===== src/rtl/core/mbmk_pkg.sv =====
// ----------------------------------------------------------------------------
// mbmk_pkg
// Shared constants, region codes and decode record for the bus memory map.
// ----------------------------------------------------------------------------
package mbmk_pkg;

   localparam int ADDR_W     = 16;
   localparam int DATA_W     = 8;
   localparam int KEY_W      = 64;
   localparam int KEY_ROWS   = 8;
   localparam int KEY_COLS   = 8;
   localparam int ROM_OFF_W  = 13;
   localparam int CELL_W     = 5;
   localparam int CELL_COLS  = 24;

   localparam int RAM_BYTES   = 8192;
   localparam int VIDEO_BYTES = 1024;
   localparam int RAM_AW      = $clog2(RAM_BYTES);
   localparam int VID_AW      = $clog2(VIDEO_BYTES);

   localparam logic [ADDR_W-1:0] VIDEO_BASE   = 16'hD000;
   localparam logic [ADDR_W-1:0] KBD_BASE     = 16'hDF00;
   localparam logic [ADDR_W-1:0] KBD_LAST     = 16'hDFFF;
   localparam logic [ADDR_W-1:0] BASIC_BASE   = 16'hA000;
   localparam logic [ADDR_W-1:0] MONITOR_BASE = 16'hF800;
   localparam logic [ADDR_W-1:0] WINDOW_FIRST = 16'hD085;
   localparam logic [ADDR_W-1:0] WINDOW_LAST  = 16'hD37C;

   // region bounds one bit wider so that the end of the 64k space fits
   localparam logic [ADDR_W:0] RAM_END   = (ADDR_W+1)'(RAM_BYTES);
   localparam logic [ADDR_W:0] VIDEO_END = (ADDR_W+1)'(VIDEO_BASE) + (ADDR_W+1)'(VIDEO_BYTES);
   localparam logic [ADDR_W:0] KBD_END   = 17'h0E000;
   localparam logic [ADDR_W:0] BASIC_END = 17'h0C000;

   localparam logic [DATA_W-1:0] KBD_IDLE = 8'hFF;

   typedef enum logic [2:0] {
      REG_RAM      = 3'd0,
      REG_VIDEO    = 3'd1,
      REG_KBD      = 3'd2,
      REG_BASIC    = 3'd3,
      REG_MONITOR  = 3'd4,
      REG_UNMAPPED = 3'd5
   } region_type;

   typedef struct packed {
      region_type             region;
      logic                   ram_we;
      logic                   vid_we;
      logic                   latch_we;
      logic                   ram_rd;
      logic                   vid_rd;
      logic [DATA_W-1:0]      kbd_data;
      logic [ROM_OFF_W-1:0]   rom_offset;
      logic                   paint_valid;
      logic [CELL_W-1:0]      cell_x;
      logic [CELL_W-1:0]      cell_y;
   } decode_type;

endpackage


===== src/rtl/core/mbmk_decode.sv =====
// ----------------------------------------------------------------------------
// mbmk_decode
// Address decode, keyboard column scan and screen cell calculation.
// ----------------------------------------------------------------------------
module mbmk_decode (
   input  logic                          mode,
   input  logic [mbmk_pkg::ADDR_W-1:0]   address,
   input  logic [mbmk_pkg::KEY_W-1:0]    key_matrix,
   input  logic [mbmk_pkg::DATA_W-1:0]   row_select,
   output mbmk_pkg::decode_type          dec
);
   import mbmk_pkg::*;

   logic [ADDR_W:0]     addr_ext;
   logic [ADDR_W-1:0]   win_off;
   logic [KEY_COLS-1:0] col_hit;
   logic                in_window;

   assign addr_ext = {1'b0, address};
   assign win_off  = address - WINDOW_FIRST;
   assign in_window = (address >= WINDOW_FIRST) && (address <= WINDOW_LAST)
                      && (win_off[4:0] < CELL_W'(CELL_COLS));

   // row r is scanned while latch bit 7-r is low; a key clears bit 7-c
   always_comb begin
      col_hit = '0;
      for (int r = 0; r < KEY_ROWS; r++) begin
         if (!row_select[KEY_ROWS-1-r]) begin
            col_hit = col_hit | key_matrix[r*KEY_COLS +: KEY_COLS];
         end
      end
   end

   always_comb begin
      dec        = '0;
      dec.region = REG_UNMAPPED;
      priority if (addr_ext < RAM_END) begin
         dec.region = REG_RAM;
         dec.ram_we = mode;
         dec.ram_rd = !mode;
      end else if (address >= VIDEO_BASE && addr_ext < VIDEO_END) begin
         dec.region = REG_VIDEO;
         dec.vid_we = mode;
         dec.vid_rd = !mode;
         if (mode && in_window) begin
            dec.paint_valid = 1'b1;
            dec.cell_x      = win_off[4:0];
            dec.cell_y      = win_off[9:5];
         end
      end else if (address >= KBD_BASE && addr_ext < KBD_END) begin
         dec.region   = REG_KBD;
         dec.latch_we = mode && (address != KBD_LAST);
         if (!mode) begin
            for (int c = 0; c < KEY_COLS; c++) begin
               dec.kbd_data[KEY_COLS-1-c] = !col_hit[c];
            end
         end
      end else if (address >= BASIC_BASE && addr_ext < BASIC_END) begin
         dec.region = REG_BASIC;
         if (!mode) begin
            dec.rom_offset = ROM_OFF_W'(address - BASIC_BASE);
         end
      end else if (address >= MONITOR_BASE) begin
         dec.region = REG_MONITOR;
         if (!mode) begin
            dec.rom_offset = ROM_OFF_W'(address - MONITOR_BASE);
         end
      end else begin
         dec.region = REG_UNMAPPED;
      end
   end

endmodule


===== config.mk =====
export PLATFORM = sky130hd
export DESIGN_NAME = mbmk_decode
export DESIGN_NICKNAME = d
export VERILOG_FILES = /design/src/rtl/core/mbmk_pkg.sv /design/src/rtl/core/mbmk_decode.sv
export SDC_FILE = /design/constraint.sdc
export NUM_CORES = 1
export LEC_CHECK = 0
export BUFFER_PORTS_ARGS = -buffer_cell sky130_fd_sc_hd__buf_4
export CORE_ASPECT_RATIO = 0.8
export CORE_UTILIZATION = 39
export DETAILED_ROUTE_END_ITERATION = 8
export GPL_ROUTABILITY_DRIVEN = 1
export GPL_TIMING_DRIVEN = 0
export PLACE_DENSITY_LB_ADDON = 0.3
export SLEW_MARGIN = 20
export SYNTH_ARGS = -nofsm -noshare
export SYNTH_HDL_FRONTEND = slang
export SYNTH_SLANG_ARGS = --single-unit

===== constraint.sdc =====
create_clock -name vclk -period 4.8
set_clock_uncertainty 0.15 [all_clocks]
set_input_delay 0.24 -clock vclk [all_inputs]
set_output_delay 0.24 -clock vclk [all_outputs]
set_load 0.01 [all_outputs]

### Yosys cells after proc, flatten, opt, wreduce, memory -nomap -nowiden

Index checks and enable logic that the tools add are counted.

| cells by class | value |
|---|---|
| add/sub/neg operators | 3 |
| $mul | 0 |
| div/mod/pow operators | 0 |
| magnitude comparators | 11 |
| equal/unequal tests | 1 |
| shifts and indexed selects | 0 |
| mux-type cells | 31 |
| bitwise operators | 7 |
| reductions and logical operators | 16 |

Operators by type and width:

| kind | number |
|---|---|
| $ge A16 B16 Y1 const B | 5 |
| $mux W8 | 10 |
| $mux W13 | 5 |
| $or A8 B8 Y8 | 7 |
| $lt A16 B16 Y1 const B | 3 |
| $mux W33 | 1 |
| $mux W11 | 2 |
| $mux W21 | 1 |
| $le A16 B16 Y1 const B | 1 |
| $lt A16 B14 Y1 const B | 1 |
| $ne A16 B16 Y1 const B | 1 |
| $sub A13 B1 Y13 const B | 1 |
| $sub A13 B13 Y13 const B | 1 |
| $mux W3 | 4 |
| $sub A10 B8 Y10 const B | 1 |
| $logic_not A1 Y1 | 9 |
| $logic_and A1 B1 Y1 | 7 |
| $mux W1 | 7 |
| $lt A5 B5 Y1 const B | 1 |
| $mux W2 | 1 |

| storage, ports and cells | value |
|---|---|
| register bits after elaboration | 0 |
| latch bits | 0 |
| bits in writable memories | 0 |
| memory bits (read-only) | 0 |
| input bits | 89 |
| output and inout bits | 40 |
| word-level logic and storage cells | 69 |
| memories | 0 |

### Logic depth before layout (Yosys ltp)

| depth | value |
|---|---|
| depth after elaboration | 20 |
| depth in mapped cells | 7 |
| depth with buffers taken out | 6 |

### Worst setup path before layout

No wires, ideal clock.

| path | value |
|---|---|
| path type | input-to-output |
| start | in address[0] (netlist name) |
| end | out dec[7] (netlist name) |
| arrival time | 1.795 ns |
| data required time | 4.410 ns |
| path slack | 2.615 ns |
| stages | 7 |
| buffers on the path | 1 |
| cells stage by stage | inv_1 ha_1 or3b_2 a21boi_0 or4_4 buf_6 nor4_2 |

RTL lines:

| what | line | text |
|---|---|---|
| start, declared | mbmk_decode.sv:7 | `input logic [mbmk_pkg::ADDR_W-1:0] address,` |
| end, declared | mbmk_decode.sv:10 | `output mbmk_pkg::decode_type dec` |

==> results.toml <==
[run_status]
outcome = "finished clean"

[critical_path]
arrival_ps = 2100
endpoint_kind = "primary output"
cp.required_ps = 4410
crit_start = "address[0]"
crit_path_start_kind = "input port"
cp_max_fo = 10
path_class = "input port to primary output"

[drt]
drt_iter0_drc = 92
wl_per_cell_microns = 14.7
totalWireLength_microns = 4870
dr_total_vias = 1802
drt_pre_antenna_iters = 5
drcViolationCount = 0
ant_nets = 0
routed_via_density = 5.46

[synth]
yosys.area.top_type = "a22oi_1"
yosys_warnings = 0
syn_nets = 262
yosysSeqAreaShare = 0
netlist_area_sq_mm = 0.00116
synthTopCellsByArea = "a22oi_1, and2_1, and4b_1"
netlist_instances = 168
synthTopCellsByCount = "a22oi_1, and2_1, inv_1"
synth_top_area_share = 0.208
syn_area_per_cell_sq_um = 6.89
synth_most_common_cell = "a22oi_1"
ys_types = 37

[clocking]
postCtsSetupBuffers = 0
hold_buffers = 0
cts_resized = 0

[sta]
final-setup-viol-count = 0
tns_ps = 0
min_period_over_period = 0.519
worst_pin_slew_ps = 595
timing.final.hold_violations = 0
slew_viol_final = 0
max_freq_mhz = 401
layout_min_cycle_time_ps = 2490
rsz0062_at_grt = "no"
slew_headroom = 0.600

[grt]
grt_usage = 0.289
grt_antenna_before_repair = 0
grt_max_degree = 11
grt_pass1_vias = 1632
grt_first_pass_wirelength_microns = 7590
grt-ovfl-total = 0

[layout]
syn_to_final_growth_pct = 84.5
n_antenna_cell = 0
design.seq.count = 0
postLayoutCoreUtil = 0.767
clock_buffers = 0
fin_nets = 388
seqCellArea_sq_um = 0
drive_gt1_frac = 0.466

[place]
gp_congestion = 0.848
dp_hpwl_microns = 3980
port_buffers = 124

[floorplanning]
die_h_microns = 50.7
die-area_sq_mm = 0.00319
core-area_sq_mm = 0.00279
die_w_microns = 62.9
initial_utilization = 0.415
ioPinCount = 129
rows = 17

[hold_path]
hold_path.class = "input port to primary output"
min_from = "address[13]"

[run]
max-cap-violations = 0

[power_and_ir_drop]
finalPower_mw = 0.136
peakVddDrop_mv = 0.0350
leakage_nw = 1.08
power_density_mw_per_mm2 = 63.7
power by group:
group / switching (mW) / internal (mW) / total, mW
Sequential: 0 / 0 / 0
Combinational: 0.0581 / 0.0779 / 0.136
Clock: 0 / 0 / 0
Total: 0.0581 / 0.0779 / 0.136
cells in the final DEF (no fill, tap or decap), types with 4 or more instances in the layout:
| cell | netlist | final |
|---|---|---|
| nor2_1 | 7 | 7 |
| nand2_1 | 8 | 8 |
| nor2b_1 | 5 | 5 |
| nor4_1 | 6 | 6 |
| nand3_1 | 4 | 4 |
| and2_0 | 8 | 8 |
| nand2b_1 | 4 | 4 |
| buf_4 | 0 | 124 |
| nor3_1 | 10 | 10 |
| xnor2_1 | 4 | 4 |
| inv_1 | 12 | 12 |
| buf_6 | 4 | 4 |
| o21ai_0 | 4 | 4 |
| a22oi_1 | 32 | 32 |
| ha_1 | 5 | 5 |
| and2_1 | 14 | 14 |
| and4b_1 | 8 | 8 |
stage by stage:
stage / area, sq um / worst slack (ps) / cells / hold WS, ps
2_1_floorplan: 1160 / 2610 / 168 / 376
5_1_grt: 2140 / 2160 / 330 / 641
3_3_place_gp: 2140 / 2320 / 330 / 624
3_5_place_dp: 2140 / 2310 / 330 / 625
4_1_cts: 2140 / 2310 / 330 / 625
6_report: 2140 / 2310 / 330 / 628
metal layers:
layer,routed length [microns],vias to the layer above,global-route usage
met5,0,-,0
met4,98,0,0.0543
met3,303,8,0.0227
met2,2410,82,0.565
met1,2050,822,0.342
li1,-,890,-
worst paths after layout:
check | depth (start not counted) | slack (ps) | endpoint
min | 3 | 630 | dec[33]
max | 9 | 2310 | dec[7]
final cells by class:
type | count | area, sq um
repair buffers | 124 | 931
fillers | 247 | 651
plain buffers | 8 | 61.3
well taps | 38 | 47.5
inverters | 12 | 45.0
multi-input cells | 148 | 1050
logic make-up (layout without fill, tap and decap cells):
logic type	count (synthesis)	in the layout	synth area share
and+or+nand+nor	88	88	0.490
AOI/OAI and AO/OA	48	48	0.310
buffers and inverters	20	144	0.0919
xor gates and xnor gates	6	6	0.0454
adders and majority gates	5	5	0.0541
muxes	1	1	0.00865
worst max-delay path: stages:
cell and delay, ps:
buf_4 130, inv_1 50, ha_1 270, or3b_2 210
a21boi_0 80, or4_4 550, buf_6 160, nor4_2 250
buf_4 160
No activity file was read; power rests on OpenSTA's default activity.
